## src/rtl/rpcs_pkg.sv

```systemverilog
// Shared types, constants and helpers of the RGB pattern crossfade sequencer.
package rpcs_pkg;

    localparam int MAX_ENTRIES = 16;
    localparam int OUT_BITS    = 10;
    localparam int POS_W       = $clog2(MAX_ENTRIES);
    localparam int ADDR_W      = POS_W + 1;
    localparam int LEN_W       = 5;
    localparam int CH_W        = 16;
    localparam int RES_W       = 5;
    localparam int TIME_W      = 24;
    localparam int DUTY_W      = 11;
    localparam int BRIGHT_W    = 7;

    localparam logic [LEN_W-1:0]    MAIN_LEN_RESET = LEN_W'(3);
    localparam logic [LEN_W-1:0]    INT_LEN_RESET  = LEN_W'(1);
    localparam logic [31:0]         FST_RESET      = 32'd1000;
    localparam logic [TIME_W-1:0]   DFLT_PAUSE     = TIME_W'(1000);
    localparam logic [TIME_W-1:0]   DFLT_FADE      = TIME_W'(2000);
    localparam logic [CH_W-1:0]     DFLT_LEVEL     = CH_W'(256);
    localparam logic [RES_W-1:0]    DFLT_RES       = RES_W'(10);
    localparam logic [BRIGHT_W-1:0] BRIGHT_MAX     = BRIGHT_W'(100);
    localparam int                  DFLT_COUNT     = 3;

    // x/100 as (x*RECIP)>>RECIP_SHIFT, low by at most one
    localparam logic [12:0] RECIP       = 13'd5242;
    localparam int          RECIP_SHIFT = 19;

    localparam logic [2:0] MODE_TICK   = 3'd0;
    localparam logic [2:0] MODE_WRITE  = 3'd1;
    localparam logic [2:0] MODE_MAIN   = 3'd2;
    localparam logic [2:0] MODE_STATIC = 3'd3;
    localparam logic [2:0] MODE_INTR   = 3'd4;
    localparam logic [2:0] MODE_ON     = 3'd5;
    localparam logic [2:0] MODE_OFF    = 3'd6;
    localparam logic [2:0] MODE_RESEND = 3'd7;

    typedef struct packed {
        logic [CH_W-1:0]   red;
        logic [CH_W-1:0]   green;
        logic [CH_W-1:0]   blue;
        logic [RES_W-1:0]  res;
        logic [TIME_W-1:0] pause;
        logic [TIME_W-1:0] fade;
    } entry_t;

    typedef struct packed {
        logic              en;
        logic [ADDR_W-1:0] addr;
        entry_t            data;
    } store_wr_t;

    typedef struct packed {
        logic [CH_W-1:0]   cur;
        logic [CH_W-1:0]   nxt;
        logic [TIME_W-1:0] el;
        logic [TIME_W-1:0] fade;
    } lerp_req_t;

    function automatic entry_t default_entry(input logic [1:0] idx);
        entry_t e;
        e.red   = (idx == 2'd0) ? DFLT_LEVEL : '0;
        e.green = (idx == 2'd1) ? DFLT_LEVEL : '0;
        e.blue  = (idx == 2'd2) ? DFLT_LEVEL : '0;
        e.res   = DFLT_RES;
        e.pause = DFLT_PAUSE;
        e.fade  = DFLT_FADE;
        return e;
    endfunction

endpackage

```

## src/rtl/rpcs_store.sv

```systemverilog
// Pattern table memory: main and interrupt entries, one write and one registered read port.
module rpcs_store (
    input  logic                         clk,
    input  logic                         rst_n,
    input  rpcs_pkg::store_wr_t          wr,
    input  logic [rpcs_pkg::ADDR_W-1:0]  raddr,
    output rpcs_pkg::entry_t             rdata
);
    import rpcs_pkg::*;

    entry_t                  mem [0:2*MAX_ENTRIES-1];
    entry_t                  rd_mem_reg;
    logic [DFLT_COUNT-1:0]   written_reg;
    logic                    dflt_sel_reg;
    logic [1:0]              dflt_idx_reg;
    logic [3:0]              written_ext;
    logic                    dflt_hit;

    assign written_ext = {1'b1, written_reg};
    assign dflt_hit    = (raddr < ADDR_W'(DFLT_COUNT)) && !written_ext[raddr[1:0]];

    always_ff @(posedge clk)
    begin
        if (wr.en)
        begin
            mem[wr.addr] <= wr.data;
        end
        rd_mem_reg   <= mem[raddr];
        dflt_idx_reg <= raddr[1:0];
    end

    // the first main entries read their power-up values until written
    always_ff @(posedge clk or negedge rst_n)
    begin
        if (!rst_n)
        begin
            written_reg  <= '0;
            dflt_sel_reg <= 1'b0;
        end
        else
        begin
            dflt_sel_reg <= dflt_hit;
            if (wr.en && (wr.addr < ADDR_W'(DFLT_COUNT)))
            begin
                written_reg[wr.addr[1:0]] <= 1'b1;
            end
        end
    end

    assign rdata = dflt_sel_reg ? default_entry(dflt_idx_reg) : rd_mem_reg;

endmodule

```

## src/rtl/rpcs_lerp.sv

```systemverilog
// Bit-serial crossfade unit: cur + trunc(el*(nxt-cur)/fade), one bit per cycle.
module rpcs_lerp (
    input  logic                       clk,
    input  logic                       rst_n,
    input  logic                       start,
    input  rpcs_pkg::lerp_req_t        req,
    output logic                       done,
    output logic [rpcs_pkg::CH_W-1:0]  result
);
    import rpcs_pkg::*;

    localparam logic [1:0] PH_IDLE = 2'd0;
    localparam logic [1:0] PH_MUL  = 2'd1;
    localparam logic [1:0] PH_DIV  = 2'd2;
    localparam logic [1:0] PH_FIN  = 2'd3;
    localparam int         PROD_W  = TIME_W + CH_W;

    logic [1:0]        phase_reg, phase_next;
    logic [3:0]        cnt_reg, cnt_next;
    logic [CH_W-1:0]   cur_reg, mag_reg, q_reg;
    logic              neg_reg;
    logic [TIME_W-1:0] el_reg, fade_reg, rem_reg;
    logic [PROD_W-1:0] acc_reg, acc_next;
    logic [CH_W:0]     diff;
    logic [TIME_W:0]   trial;
    logic              qbit;
    logic [CH_W-1:0]   lo;

    assign diff     = {1'b0, req.nxt} - {1'b0, req.cur};
    assign acc_next = {acc_reg[PROD_W-2:0], 1'b0}
                      + (mag_reg[cnt_reg] ? PROD_W'(el_reg) : '0);
    assign lo       = acc_reg[CH_W-1:0];
    assign trial    = {rem_reg, lo[cnt_reg]};
    assign qbit     = (trial >= {1'b0, fade_reg});

    always_comb
    begin
        phase_next = phase_reg;
        cnt_next   = cnt_reg;
        unique case (phase_reg)
            PH_IDLE:
            begin
                if (start)
                begin
                    phase_next = PH_MUL;
                    cnt_next   = '1;
                end
            end
            PH_MUL:
            begin
                cnt_next = cnt_reg - 4'd1;
                if (cnt_reg == 4'd0)
                begin
                    phase_next = PH_DIV;
                    cnt_next   = '1;
                end
            end
            PH_DIV:
            begin
                cnt_next = cnt_reg - 4'd1;
                if (cnt_reg == 4'd0)
                begin
                    phase_next = PH_FIN;
                end
            end
            PH_FIN:  phase_next = PH_IDLE;
            default: phase_next = PH_IDLE;
        endcase
    end

    always_ff @(posedge clk or negedge rst_n)
    begin
        if (!rst_n)
        begin
            phase_reg <= PH_IDLE;
            cnt_reg   <= '0;
        end
        else
        begin
            phase_reg <= phase_next;
            cnt_reg   <= cnt_next;
        end
    end

    always_ff @(posedge clk)
    begin
        case (phase_reg)
            PH_IDLE:
            begin
                if (start)
                begin
                    cur_reg  <= req.cur;
                    neg_reg  <= diff[CH_W];
                    mag_reg  <= diff[CH_W] ? CH_W'(-diff) : diff[CH_W-1:0];
                    el_reg   <= req.el;
                    fade_reg <= req.fade;
                    acc_reg  <= '0;
                    q_reg    <= '0;
                end
            end
            PH_MUL:
            begin
                acc_reg <= acc_next;
                // el < fade keeps the quotient within 16 bits
                if (cnt_reg == 4'd0)
                begin
                    rem_reg <= acc_next[PROD_W-1:CH_W];
                end
            end
            PH_DIV:
            begin
                rem_reg <= qbit ? TIME_W'(trial - {1'b0, fade_reg}) : trial[TIME_W-1:0];
                q_reg   <= {q_reg[CH_W-2:0], qbit};
            end
            default:
            begin
            end
        endcase
    end

    assign done   = (phase_reg == PH_FIN);
    assign result = neg_reg ? (cur_reg - q_reg) : (cur_reg + q_reg);

endmodule

```

## src/rtl/rgb_pattern_crossfade_sequencer_core.sv

```systemverilog
// Top level of the RGB pattern crossfade sequencer.
// Commands arrive as stream transactions: tuser carries the mode and table select,
// tdata the entry fields. A tick transaction advances the pattern by one millisecond
// and, while power is on and a static colour has not yet been sent, yields one
// transaction of three duty levels (0..1024) and the interrupt flag; power off yields
// one transaction of zero duty levels. Other modes yield nothing. One command is
// handled at a time. Start main (outside an interrupt) and start interrupt read the
// table for the pause. During a fade a tick runs the bit-serial multiply and divide
// of the crossfade unit for the three channels in turn; every output ends with
// brightness scaling of each channel. A finished result waits in the output register
// while the next command is taken. Brightness is to be written through cfg_wr_en /
// cfg_wr_data only while the block is idle; the block itself does not enforce this.
// Values above 100 act as 100.
module rgb_pattern_crossfade_sequencer_core (
    input  logic          clk,
    input  logic          rst_n,
    input  logic          s_axis_tvalid,
    output logic          s_axis_tready,
    // entry_index[3:0] red[19:4] green[35:20] blue[51:36] colour_resolution[56:52]
    // pause_ms[80:57] fade_ms[104:81] pattern_length[109:105], zero fill above
    input  logic [111:0]  s_axis_tdata,
    // mode[2:0] table_select[3]
    input  logic [3:0]    s_axis_tuser,
    output logic          m_axis_tvalid,
    input  logic          m_axis_tready,
    // red_duty[10:0] green_duty[21:11] blue_duty[32:22], zero fill above
    output logic [39:0]   m_axis_tdata,
    // interrupt_active[0]
    output logic [0:0]    m_axis_tuser,
    input  logic          cfg_wr_en,
    input  logic [6:0]    cfg_wr_data
);
    import rpcs_pkg::*;

    localparam logic [4:0] S_IDLE   = 5'd0;
    localparam logic [4:0] S_TF_REQ = 5'd1;
    localparam logic [4:0] S_TF_CHK = 5'd2;
    localparam logic [4:0] S_P_REQ  = 5'd3;
    localparam logic [4:0] S_P_ADD  = 5'd4;
    localparam logic [4:0] S_EMIT   = 5'd5;
    localparam logic [4:0] S_C_REQ  = 5'd6;
    localparam logic [4:0] S_C_CHK  = 5'd7;
    localparam logic [4:0] S_N_REQ  = 5'd8;
    localparam logic [4:0] S_N_CHK  = 5'd9;
    localparam logic [4:0] S_LG     = 5'd10;
    localparam logic [4:0] S_LW     = 5'd11;
    localparam logic [4:0] S_SC1    = 5'd12;
    localparam logic [4:0] S_SC2    = 5'd13;
    localparam logic [4:0] S_SC3    = 5'd14;
    localparam logic [4:0] S_OUT    = 5'd15;

    localparam int SHIFT_W = CH_W + OUT_BITS;

    // input fields
    logic [2:0]        in_mode;
    logic              in_tsel;
    logic [POS_W-1:0]  in_idx;
    logic [LEN_W-1:0]  in_len, len_clamped;
    entry_t            in_entry;

    assign in_mode        = s_axis_tuser[2:0];
    assign in_tsel        = s_axis_tuser[3];
    assign in_idx         = s_axis_tdata[3:0];
    assign in_entry.red   = s_axis_tdata[19:4];
    assign in_entry.green = s_axis_tdata[35:20];
    assign in_entry.blue  = s_axis_tdata[51:36];
    assign in_entry.res   = s_axis_tdata[56:52];
    assign in_entry.pause = s_axis_tdata[80:57];
    assign in_entry.fade  = s_axis_tdata[104:81];
    assign in_len         = s_axis_tdata[109:105];
    assign len_clamped    = (in_len == '0) ? LEN_W'(1)
                          : (in_len > LEN_W'(MAX_ENTRIES)) ? LEN_W'(MAX_ENTRIES) : in_len;

    // sequencer state
    logic [4:0]          state_reg, state_next;
    logic [31:0]         time_now_reg, time_now_next;
    logic [31:0]         fst_reg, fst_next;
    logic [POS_W-1:0]    main_pos_reg, main_pos_next, int_pos_reg, int_pos_next;
    logic [LEN_W-1:0]    main_len_reg, main_len_next, int_len_reg, int_len_next;
    logic                main_static_reg, main_static_next;
    logic                in_int_reg, in_int_next;
    logic                power_reg, power_next;
    logic                sent_reg, sent_next;
    logic [BRIGHT_W-1:0] bright_reg;
    logic                cont_reg, cont_next;
    logic                static_path_reg, static_path_next;
    logic [ADDR_W-1:0]   raddr_reg, raddr_next;
    logic [1:0]          ch_reg, ch_next;
    logic                out_valid_reg, out_valid_next;
    logic                out_load;

    // datapath registers
    logic [31:0]         pbase_reg;
    logic [CH_W-1:0]     val_reg [0:2];
    logic [CH_W-1:0]     nval_reg [0:2];
    logic [RES_W-1:0]    res_reg;
    logic [TIME_W-1:0]   fade_reg, el_reg;
    logic [16:0]         p_reg;
    logic [DUTY_W-1:0]   q_reg;
    logic [DUTY_W-1:0]   duty_reg [0:2];
    logic [DUTY_W-1:0]   out_duty_reg [0:2];
    logic                out_int_reg;

    // store and crossfade unit
    store_wr_t           wr;
    entry_t              rdata;
    lerp_req_t           lreq;
    logic                lstart, ldone;
    logic [CH_W-1:0]     lresult;

    // shared combinational terms
    logic                accept;
    logic [POS_W-1:0]    pos, npos;
    logic [LEN_W-1:0]    plen;
    logic                last;
    logic [32:0]         change;
    logic [31:0]         el_full;
    logic [RES_W-1:0]    res_c;
    logic [SHIFT_W-1:0]  shifted;
    logic [OUT_BITS:0]   sat;
    logic [BRIGHT_W-1:0] bright_c;
    logic [17:0]         prod_b;
    logic [29:0]         prod_r;
    logic [17:0]         q100, rem100;

    assign accept   = s_axis_tvalid && s_axis_tready;
    assign s_axis_tready = (state_reg == S_IDLE);

    assign pos    = in_int_reg ? int_pos_reg : main_pos_reg;
    assign plen   = in_int_reg ? int_len_reg : main_len_reg;
    assign last   = ({1'b0, pos} + LEN_W'(1)) >= plen;
    assign npos   = last ? '0 : pos + POS_W'(1);
    assign change = {1'b0, fst_reg} + {9'b0, rdata.fade};
    assign el_full = time_now_reg - fst_reg;

    // scale: resolution to OUT_BITS, saturate, then brightness percent
    assign res_c    = (res_reg == '0) ? RES_W'(1)
                    : (res_reg > RES_W'(16)) ? RES_W'(16) : res_reg;
    assign shifted  = {val_reg[ch_reg], OUT_BITS'(0)} >> res_c;
    assign sat      = (shifted > SHIFT_W'(1 << OUT_BITS)) ? (OUT_BITS+1)'(1 << OUT_BITS)
                    : shifted[OUT_BITS:0];
    assign bright_c = (bright_reg > BRIGHT_MAX) ? BRIGHT_MAX : bright_reg;
    assign prod_b   = 18'(sat) * 18'(bright_c);
    assign prod_r   = 30'(p_reg) * 30'(RECIP);
    assign q100     = 18'(q_reg) * 18'(BRIGHT_MAX);
    assign rem100   = 18'(p_reg) - q100;

    assign lreq.cur  = val_reg[ch_reg];
    assign lreq.nxt  = nval_reg[ch_reg];
    assign lreq.el   = el_reg;
    assign lreq.fade = fade_reg;
    assign lstart    = (state_reg == S_LG);

    always_comb
    begin
        wr.en   = 1'b0;
        wr.addr = {in_tsel, in_idx};
        wr.data = in_entry;
        if (accept && (in_mode == MODE_WRITE))
        begin
            wr.en = 1'b1;
        end
        else if (accept && (in_mode == MODE_STATIC))
        begin
            wr.en         = 1'b1;
            wr.addr       = '0;
            wr.data.pause = '0;
            wr.data.fade  = '0;
        end
    end

    rpcs_store u_store (
        .clk   (clk),
        .rst_n (rst_n),
        .wr    (wr),
        .raddr (raddr_reg),
        .rdata (rdata)
    );

    rpcs_lerp u_lerp (
        .clk    (clk),
        .rst_n  (rst_n),
        .start  (lstart),
        .req    (lreq),
        .done   (ldone),
        .result (lresult)
    );

    // control sequencer
    always_comb
    begin
        state_next       = state_reg;
        time_now_next    = time_now_reg;
        fst_next         = fst_reg;
        main_pos_next    = main_pos_reg;
        int_pos_next     = int_pos_reg;
        main_len_next    = main_len_reg;
        int_len_next     = int_len_reg;
        main_static_next = main_static_reg;
        in_int_next      = in_int_reg;
        power_next       = power_reg;
        sent_next        = sent_reg;
        cont_next        = cont_reg;
        static_path_next = static_path_reg;
        raddr_next       = raddr_reg;
        ch_next          = ch_reg;
        out_load         = 1'b0;
        if (cfg_wr_en)
        begin
            sent_next = 1'b0;
        end
        unique case (state_reg)
            S_IDLE:
            begin
                if (accept)
                begin
                    unique case (in_mode)
                        MODE_TICK:
                        begin
                            time_now_next = time_now_reg + 32'd1;
                            if (in_int_reg || !main_static_reg)
                            begin
                                raddr_next = {in_int_reg, pos};
                                state_next = S_TF_REQ;
                            end
                            else
                            begin
                                state_next = S_EMIT;
                            end
                        end
                        MODE_WRITE:
                        begin
                        end
                        MODE_MAIN:
                        begin
                            main_pos_next    = '0;
                            main_len_next    = len_clamped;
                            main_static_next = 1'b0;
                            if (!in_int_reg)
                            begin
                                sent_next  = 1'b0;
                                raddr_next = '0;
                                cont_next  = 1'b0;
                                state_next = S_P_REQ;
                            end
                        end
                        MODE_STATIC:
                        begin
                            main_pos_next    = '0;
                            main_len_next    = LEN_W'(1);
                            main_static_next = 1'b1;
                            if (!in_int_reg)
                            begin
                                fst_next  = '0;
                                sent_next = 1'b0;
                            end
                        end
                        MODE_INTR:
                        begin
                            int_pos_next = '0;
                            int_len_next = len_clamped;
                            in_int_next  = 1'b1;
                            sent_next    = 1'b0;
                            raddr_next   = ADDR_W'(MAX_ENTRIES);
                            cont_next    = 1'b0;
                            state_next   = S_P_REQ;
                        end
                        MODE_ON:
                        begin
                            power_next = 1'b1;
                            fst_next   = time_now_reg;
                        end
                        MODE_OFF:
                        begin
                            power_next = 1'b0;
                            sent_next  = 1'b0;
                            ch_next    = '0;
                            state_next = S_SC1;
                        end
                        MODE_RESEND: sent_next = 1'b0;
                        default:
                        begin
                        end
                    endcase
                end
            end
            S_TF_REQ: state_next = S_TF_CHK;
            S_TF_CHK:
            begin
                state_next = S_EMIT;
                if (change <= {1'b0, time_now_reg})
                begin
                    cont_next  = 1'b1;
                    state_next = S_P_REQ;
                    if (last && in_int_reg)
                    begin
                        // interrupt done: resume the saved entry at its pause
                        in_int_next = 1'b0;
                        sent_next   = 1'b0;
                        raddr_next  = {1'b0, main_pos_reg};
                    end
                    else
                    begin
                        raddr_next = {in_int_reg, npos};
                        if (in_int_reg)
                        begin
                            int_pos_next = npos;
                        end
                        else
                        begin
                            main_pos_next = npos;
                        end
                    end
                end
            end
            S_P_REQ: state_next = S_P_ADD;
            S_P_ADD:
            begin
                fst_next   = pbase_reg + {8'b0, rdata.pause};
                state_next = cont_reg ? S_EMIT : S_IDLE;
            end
            S_EMIT:
            begin
                if (sent_reg || !power_reg)
                begin
                    state_next = S_IDLE;
                end
                else
                begin
                    static_path_next = !in_int_reg && main_static_reg;
                    raddr_next = (!in_int_reg && main_static_reg) ? '0 : {in_int_reg, pos};
                    state_next = S_C_REQ;
                end
            end
            S_C_REQ: state_next = S_C_CHK;
            S_C_CHK:
            begin
                ch_next = '0;
                if (static_path_reg)
                begin
                    sent_next  = 1'b1;
                    state_next = S_SC1;
                end
                else if (fst_reg > time_now_reg)
                begin
                    state_next = S_SC1;
                end
                else
                begin
                    raddr_next = {in_int_reg, npos};
                    state_next = S_N_REQ;
                end
            end
            S_N_REQ: state_next = S_N_CHK;
            S_N_CHK:
            begin
                ch_next = '0;
                if ((fade_reg == '0) || (el_full >= {8'b0, fade_reg}))
                begin
                    state_next = S_SC1;
                end
                else
                begin
                    state_next = S_LG;
                end
            end
            S_LG: state_next = S_LW;
            S_LW:
            begin
                if (ldone)
                begin
                    if (ch_reg == 2'd2)
                    begin
                        ch_next    = '0;
                        state_next = S_SC1;
                    end
                    else
                    begin
                        ch_next    = ch_reg + 2'd1;
                        state_next = S_LG;
                    end
                end
            end
            S_SC1: state_next = S_SC2;
            S_SC2: state_next = S_SC3;
            S_SC3:
            begin
                if (ch_reg == 2'd2)
                begin
                    ch_next    = '0;
                    state_next = S_OUT;
                end
                else
                begin
                    ch_next    = ch_reg + 2'd1;
                    state_next = S_SC1;
                end
            end
            S_OUT:
            begin
                if (!out_valid_reg || m_axis_tready)
                begin
                    out_load   = 1'b1;
                    state_next = S_IDLE;
                end
            end
            default: state_next = S_IDLE;
        endcase
    end

    always_comb
    begin
        out_valid_next = out_valid_reg;
        if (m_axis_tready)
        begin
            out_valid_next = 1'b0;
        end
        if (out_load)
        begin
            out_valid_next = 1'b1;
        end
    end

    always_ff @(posedge clk or negedge rst_n)
    begin
        if (!rst_n)
        begin
            state_reg       <= S_IDLE;
            time_now_reg    <= '0;
            fst_reg         <= FST_RESET;
            main_pos_reg    <= '0;
            int_pos_reg     <= '0;
            main_len_reg    <= MAIN_LEN_RESET;
            int_len_reg     <= INT_LEN_RESET;
            main_static_reg <= 1'b0;
            in_int_reg      <= 1'b0;
            power_reg       <= 1'b0;
            sent_reg        <= 1'b0;
            bright_reg      <= '0;
            cont_reg        <= 1'b0;
            static_path_reg <= 1'b0;
            raddr_reg       <= '0;
            ch_reg          <= '0;
            out_valid_reg   <= 1'b0;
        end
        else
        begin
            state_reg       <= state_next;
            time_now_reg    <= time_now_next;
            fst_reg         <= fst_next;
            main_pos_reg    <= main_pos_next;
            int_pos_reg     <= int_pos_next;
            main_len_reg    <= main_len_next;
            int_len_reg     <= int_len_next;
            main_static_reg <= main_static_next;
            in_int_reg      <= in_int_next;
            power_reg       <= power_next;
            sent_reg        <= sent_next;
            cont_reg        <= cont_next;
            static_path_reg <= static_path_next;
            raddr_reg       <= raddr_next;
            ch_reg          <= ch_next;
            out_valid_reg   <= out_valid_next;
            if (cfg_wr_en)
            begin
                bright_reg <= cfg_wr_data;
            end
        end
    end

    // datapath: colour capture, crossfade results, scaling and output hold
    always_ff @(posedge clk)
    begin
        case (state_reg)
            S_IDLE:
            begin
                pbase_reg <= time_now_reg;
                for (int i = 0; i < 3; i++)
                begin
                    val_reg[i] <= '0;
                end
                res_reg <= RES_W'(1);
            end
            S_TF_CHK:
            begin
                pbase_reg <= (last && in_int_reg) ? time_now_reg : change[31:0];
            end
            S_C_CHK:
            begin
                val_reg[0] <= rdata.red;
                val_reg[1] <= rdata.green;
                val_reg[2] <= rdata.blue;
                res_reg    <= rdata.res;
                fade_reg   <= rdata.fade;
            end
            S_N_CHK:
            begin
                el_reg <= el_full[TIME_W-1:0];
                if ((fade_reg == '0) || (el_full >= {8'b0, fade_reg}))
                begin
                    val_reg[0] <= rdata.red;
                    val_reg[1] <= rdata.green;
                    val_reg[2] <= rdata.blue;
                end
                else
                begin
                    nval_reg[0] <= rdata.red;
                    nval_reg[1] <= rdata.green;
                    nval_reg[2] <= rdata.blue;
                end
            end
            S_LW:
            begin
                if (ldone)
                begin
                    val_reg[ch_reg] <= lresult;
                end
            end
            S_SC1: p_reg <= prod_b[16:0];
            S_SC2: q_reg <= prod_r[RECIP_SHIFT+DUTY_W-1:RECIP_SHIFT];
            S_SC3:
            begin
                duty_reg[ch_reg] <= (rem100 >= 18'(BRIGHT_MAX)) ? q_reg + DUTY_W'(1) : q_reg;
            end
            S_OUT:
            begin
                if (out_load)
                begin
                    for (int i = 0; i < 3; i++)
                    begin
                        out_duty_reg[i] <= duty_reg[i];
                    end
                    out_int_reg <= in_int_reg;
                end
            end
            default:
            begin
            end
        endcase
    end

    assign m_axis_tvalid = out_valid_reg;
    assign m_axis_tdata  = {7'b0, out_duty_reg[2], out_duty_reg[1], out_duty_reg[0]};
    assign m_axis_tuser  = out_int_reg;

endmodule
```

## config.mk

```make
export PLATFORM = sky130hd
export DESIGN_NAME = rgb_pattern_crossfade_sequencer_core
export DESIGN_NICKNAME = d
export VERILOG_FILES = /design/src/rtl/rpcs_pkg.sv /design/src/rtl/rpcs_store.sv /design/src/rtl/rpcs_lerp.sv /design/src/rtl/rgb_pattern_crossfade_sequencer_core.sv
export SDC_FILE = /design/constraint.sdc
export NUM_CORES = 2
export LEC_CHECK = 0
export ABC_CLOCK_PERIOD_IN_PS = 7700
export BUFFER_PORTS_ARGS = -buffer_cell sky130_fd_sc_hd__buf_2
export CORE_ASPECT_RATIO = 1.25
export CORE_MARGIN = 2
export CORE_UTILIZATION = 50
export CTS_CLUSTER_SIZE = 25
export DETAILED_ROUTE_END_ITERATION = 8
export PLACE_DENSITY = 0.68
export SLEW_MARGIN = 20
export SYNTH_ARGS = -nofsm -noshare
export SYNTH_HDL_FRONTEND = slang
export SYNTH_HIERARCHICAL = 1
export SYNTH_SLANG_ARGS = --single-unit
```

## constraint.sdc

```tcl
create_clock -name clk -period 7.7 [get_ports clk]
set_input_delay 0.385 -clock clk [delete_from_list [all_inputs] [get_ports clk]]
set_output_delay 0.385 -clock clk [all_outputs]
set_load 0.01 [all_outputs]
```

### Yosys cells after proc, flatten, opt, wreduce, memory -nomap -nowiden

Memories as Yosys holds them, arrays and structs flattened. A register that Yosys moved wholly into a read port is not among the register bits.
Cells that the tools add are included.

| word-level totals | value |
|---|---|
| register bits after elaboration | 394 |
| memory bits (writable) | 3394 |
| input port bits | 128 |
| output and inout port bits | 43 |
| word-level logic and storage cells | 347 |
| memories | 5 |

Memory list:

| name | words | width | read ports | clocked after Yosys merged registers in | write ports | RTL line | source |
|---|---|---|---|---|---|---|---|
| u_store.mem | 32 | 101 | 1 | 1 | 1 | rpcs_store.sv:11 | `entry_t mem [0:2*MAX_ENTRIES-1];` |
| nval_reg | 3 | 16 | 1 | 0 | 3 | rgb_pattern_crossfade_sequencer_core.sv:95 | `logic [CH_W-1:0] nval_reg [0:2];` |
| val_reg | 3 | 16 | 1 | 0 | 3 | rgb_pattern_crossfade_sequencer_core.sv:94 | `logic [CH_W-1:0] val_reg [0:2];` |
| duty_reg | 3 | 11 | 3 | 0 | 1 | rgb_pattern_crossfade_sequencer_core.sv:100 | `logic [DUTY_W-1:0] duty_reg [0:2];` |
| out_duty_reg | 3 | 11 | 3 | 0 | 3 | rgb_pattern_crossfade_sequencer_core.sv:101 | `logic [DUTY_W-1:0] out_duty_reg [0:2];` |

| operators by class | value |
|---|---|
| add/sub/neg operators | 16 |
| multipliers | 3 |
| magnitude comparators | 16 |
| equal/unequal tests | 52 |
| shift operators | 1 |
| muxes and demuxes | 148 |
| bitwise gates (word level) | 8 |
| reduce and logical (&&, ||, !) cells | 61 |

Operators by type and width:

| cell | count |
|---|---|
| $pmux W32 S2 | 3 |
| $mux W16 | 10 |
| $mux W101 | 1 |
| $mux W32 | 3 |
| $mux W48 | 2 |
| $mux W5 | 19 |
| $pmux W5 S16 | 1 |
| $pmux W39 S2 | 1 |
| $mux W24 | 3 |
| $mux W4 | 14 |
| $pmux W24 S2 | 1 |
| $mux W1 | 43 |
| $add A40 B24 Y40 | 1 |
| $eq A5 B4 Y1 const B | 8 |
| $pmux W5 S4 | 2 |
| $mux W39 | 1 |
| $add A32 B24 Y33 | 1 |
| $le A33 B32 Y1 | 1 |
| $add A32 B1 Y32 const B | 1 |
| $add A32 B24 Y32 | 1 |
| $ge A32 B24 Y1 | 1 |
| $gt A32 B32 Y1 | 1 |
| $pmux W16 S2 | 1 |
| $sub A32 B32 Y32 | 1 |
| 78 further kinds | 184 |

### Logic depth before layout (Yosys ltp)

| logic depth | value |
|---|---|
| depth after elaboration | 10 |
| mapped depth | 32 |
| depth with buffers taken out | 28 |

### By module

The synthesis kept the hierarchy.

Modules (own cells, without submodules):

| module | times used | cells an instance | area each (µm²) | sequential area each (µm²) |
|---|---|---|---|---|
| rpcs_store | 1 | 5516 | 125658.0 | 99215.2 |
| rgb_pattern_crossfade_sequencer_core | 1 | 3012 | 31189.9 | 11457.2 |
| rpcs_lerp | 1 | 1059 | 11126.9 | 4954.8 |

### Worst setup path after synthesis

No wires, ideal clock.

| timing path | value |
|---|---|
| path type | register to register |
| start | register ch_reg[1] |
| end | register p_reg[16], data pin |
| library setup time | 0.258 ns |
| arrival time | 7.844 ns |
| data required time | 7.442 ns |
| slack | -0.402 ns |
| cell stages (with the launch flop) | 31 |
| buffers on the path | 4 |
| clock period less this slack | 8.102 ns |
| path through | dfrtp_1 -> clkbuf_1 -> buf_4 -> buf_2 -> clkbuf_1 -> mux4_2 -> mux2i_1 -> mux2i_1 -> mux2_2 -> o31ai_1 -> nand4b_1 -> o41a_1 -> nor3_4 -> nand2_2 -> or2_1 -> fa_1 -> fa_1 -> inv_1 -> fa_1 -> inv_1 -> fa_1 -> inv_1 -> ha_1 -> nor2b_1 -> or4_1 -> a31oi_1 -> nor2b_1 -> o21a_1 -> o41a_1 -> a31o_2 -> xnor2_1 |

RTL lines:

| what | RTL line | source |
|---|---|---|
| start: declaration | rgb_pattern_crossfade_sequencer_core.sv:88 | `logic [1:0] ch_reg, ch_next;` |
| start signal: assignment | rgb_pattern_crossfade_sequencer_core.sv:462 | `ch_reg <= ch_next;` |
| end signal: assignment | rgb_pattern_crossfade_sequencer_core.sv:519 | `S_SC1: p_reg <= prod_b[16:0];` |
| end: declaration | rgb_pattern_crossfade_sequencer_core.sv:98 | `logic [16:0] p_reg;` |

### Final worst setup path

| timing path | value |
|---|---|
| start | register ch_reg[1] |
| end | register p_reg[16], data pin |

| on the way | value |
|---|---|
| word-level cells in the longest chain between the ends | 5 |

Ends and longest elaborated chain:

| what | RTL line | source |
|---|---|---|
| $mem_v2 Z3 W16 (*) | -- |  |
| $shr A26 B5 Y26 (*) | rgb_pattern_crossfade_sequencer_core.sv:139 | `assign shifted = {val_reg[ch_reg], OUT_BITS'(0)} >> res_c;` |
| $gt A26 B11 Y1 | rgb_pattern_crossfade_sequencer_core.sv:140 | `assign sat = (shifted > SHIFT_W'(1 << OUT_BITS)) ? (OUT_BITS+1)'(1 << OUT_BITS)` |
| $mux W11 (*) | rgb_pattern_crossfade_sequencer_core.sv:140 |  |
| $mul A11 B7 Y17 (*) | rgb_pattern_crossfade_sequencer_core.sv:143 | `assign prod_b = 18'(sat) * 18'(bright_c);` |
| named net prod_b[16] | rgb_pattern_crossfade_sequencer_core.sv:122 | `logic [17:0] prod_b;` |

Mark *: on every way through the listed nets, which the timed path passes. The rest lies on a longest branch.
A chain may end at the register's enable or synchronous reset.

==> flow_summary.yaml <==
outcome:
  status: "finished with violations"
  violations: "negative setup slack"
yosys:
  synthCells: 9587
  yosysSeqAreaShare_pct: 68.8
  ys_ff_latch: 3904
  synth_cell_types: 98
  synth_ff_type: "edfxtp_1"
  synth_fa_ha_area_share_pct: 4.56
  synth-warning-count: 6
  synth_edf_count: 3684
  synth_area_mm2: 0.168
  synth.avg_cell_area_um2: 17.5
  synthArstFlopShare_pct: 3.00
  synth_compound_area_share_pct: 5.77
  synth_simple_gate_area_share_pct: 3.97
  synth-xor-area-share_pct: 1.34
  synth_top_family_by_area: "multiplexers"
  synth.area.mux_share_pct: 13.3
worst_setup_path:
  crit_slowest_cell: "fa_1"
  startpoint_type: "flip-flop"
  cp-end-kind: "flip-flop"
  cp_top_family: "adder cells"
  criticalPathCategory: "flip-flop to flip-flop"
  crit_arrival_ps: 8400
  critPathBufInv: 6
  timing.critical_path.mode_cell: "fa_1"
  critPathMaxFanout: 5
  critPathRequiredTime_ps: 8310
  max_stage_delay_ps: 550
placed_design:
  portBuffers: 161
  dp_hpwl_um: 275000
  place.gp.congestion: 0.904
die:
  core-area_mm2: 0.334
  start_util_pct: 50.3
  die-width_um: 522
  io_pins: 171
  rows: 237
  dieArea_mm2: 0.341
  dieHeight_um: 652
sta:
  tightestPinTransition_ps: 1180
  tns_ps: -92.5
  timing.final.ws_setup_ps: -92.5
  fmaxAchievable_mhz: 128
  holdWs_ps: 120
  setup_violations: 1
  finalHoldViolCount: 0
  rsz0062_at_grt: "yes"
  relSlewSlack_pct: 21.1
  skew_ps: 67.7
  finalCriticalPeriod_ps: 7790
  slew_viol_final: 0
  period_share_pct: 101
route:
  drc_errors: 0
  wirelength_um: 456000
  ant_nets: 0
  dr.pass1.iters: 6
  avgRoutedWirePerCell_um: 30.6
  vias: 93800
  drt_iter0_drc: 10800
  viasPerCell: 6.28
cts:
  clockBufferDepth: 4
  cts_made_buffers: 375
  clk_pin_slew_ps: 70
  cts_root_buf: "clkbuf_16"
  insertion_delay_ps: 930
  cts_num_sinks: 3904
  htreeDepth: 5
  cts_tree: "built"
global_routing:
  grt_pass1_vias: 94100
  grt_overflow: 0
  grt_max_degree: 135
  grtUsageTotal_pct: 26.5
  antenna_found_initial: 40
  grt_pass1_wl_um: 654000
cells_and_area:
  mostFrequentLayoutCells: "3,684 x edfxtp_1, 696 x mux4_2, 431 x mux2i_1, 409 x ha_1, 383 x inv_1"
  layout_commonest_cell: "edfxtp_1"
  layout-drive-gt1-share_pct: 20.9
  fillers: 25100
  fin_nets: 10800
  largest_reg_flops: 3232
  area_delta_synth_final_pct: 13.1
  postLayoutCoreUtil_pct: 56.9
flow_run:
  max_cap_viol_count: 0
power:
  power_density_mw_per_mm2: 406
  vdd_ir_drop_max_v: 0.000605
  leakagePower_nw: 62.6
worst_hold_path:
  hp-class: "primary input to flip-flop"
cell usage after synthesis (130+ instances only):
cell | n | share of area (%)
mux2_2 | 197 | 1.3
nand2_1 | 293 | 0.65
mux2i_1 | 439 | 2.6
and2_1 | 130 | 0.48
o21ai_0 | 186 | 0.55
ha_1 | 415 | 3.1
inv_1 | 386 | 0.86
clkbuf_1 | 198 | 0.44
nor2_1 | 325 | 0.73
mux4_2 | 696 | 9.3
xnor2_1 | 180 | 0.94
a221oi_1 | 143 | 0.75
edfxtp_1 | 3684 | 66
a21oi_1 | 341 | 1.0
routing by layer:
metal,global-route usage [%],up-vias,part of all wire [%]
li1,-,39500,-
met1,33.7,48900,37
met2,45.4,4456,51
met3,4.14,860,8.2
met4,10.8,16,4.3
met5,0,-,0.025
timing repair:
| action | CTS | global route |
|---|---|---|
| hold buffers | 78 | 0 |
| endpoints found under the setup margin | 2 | 3 |
| gates resized for setup | 46 | 31 |
| gates cloned | 3 | 0 |
| pin swaps | 15 | 4 |
| endpoints found under the hold margin | 1773 | 0 |
| setup buffers | 12 | 8 |
stage by stage:
stage	cell area, um2	power [W]	setup slack [ps]	std cells
2_1_floorplan	168000	0.0487	-57.6	9593
3_3_place_gp	176000	0.0576	-309	14100
3_5_place_dp	176000	0.0583	-265	14100
4_1_cts	190000	0.0773	-124	14900
5_1_grt	190000	0.0814	-347	14900
6_report	190000	0.0772	-92.5	14900
kinds of logic (layout without fill, tap and decap cells):
kind of cell | after synthesis | count (layout)
multiplexers | 1337 | 1337
other | 1 | 61
AO/OA/AOI/OAI | 1398 | 1398
XOR/XNOR | 256 | 256
AND/OR/NAND/NOR | 1331 | 1331
buffers and inverters | 822 | 1689
flip-flops | 3904 | 3904
adder cells (fa/ha/maj) | 538 | 538
worst reg2reg max path: cells and delay by family (launching register included):
kind	cells	cell delay, ps
flip-flops	1	530
adder cells (fa/ha/maj)	5	2240
XOR/XNOR	1	120
AND/OR/NAND/NOR	6	1090
multiplexers	4	960
AO/OA/AOI/OAI	7	1910
buffers and inverters	6	690
report_power, final:
| group | internal (W) | leakage, nW | switching [W] |
|---|---|---|---|
| combinational | 0.0135 | 21.0 | 0.0183 |
| sequential | 0.0252 | 35.4 | 0.00138 |
| clock | 0.0109 | 6.11 | 0.00792 |
| total | 0.0496 | 62.6 | 0.0276 |
final cells by class:
| class | count | area (um2) | area share [%] |
|---|---|---|---|
| Antenna cell | 54 | 135 | 0.0711 |
| Inverter | 389 | 1460 | 0.770 |
| Clock inverter | 212 | 2400 | 1.26 |
| Multi-Input combinational cell | 4867 | 49300 | 26.0 |
| Clock buffer | 477 | 10100 | 5.32 |
| Sequential cell | 3904 | 116000 | 60.9 |
| Tap cell | 4421 | 5530 | 2.91 |
| Timing Repair Buffer | 611 | 5330 | 2.81 |
worst paths after layout:
kind	start	to	slack [ps]	cells past startpoint
worst max-delay path	ch_reg[1]	p_reg[16]	-90	29
worst min-delay path	cfg_wr_en	sent_reg	120	4
worst max register to register	ch_reg[1]	p_reg[16]	-90	29
worst min register to register	duty_reg[1][4]	out_duty_reg[0][15]	420	0
max in group asynchronous	rst_n	time_now_reg[26]	6260	3
min in group asynchronous	rst_n	fst_reg[0]	130	2
Note: power is estimated with default switching activity, not from simulation.
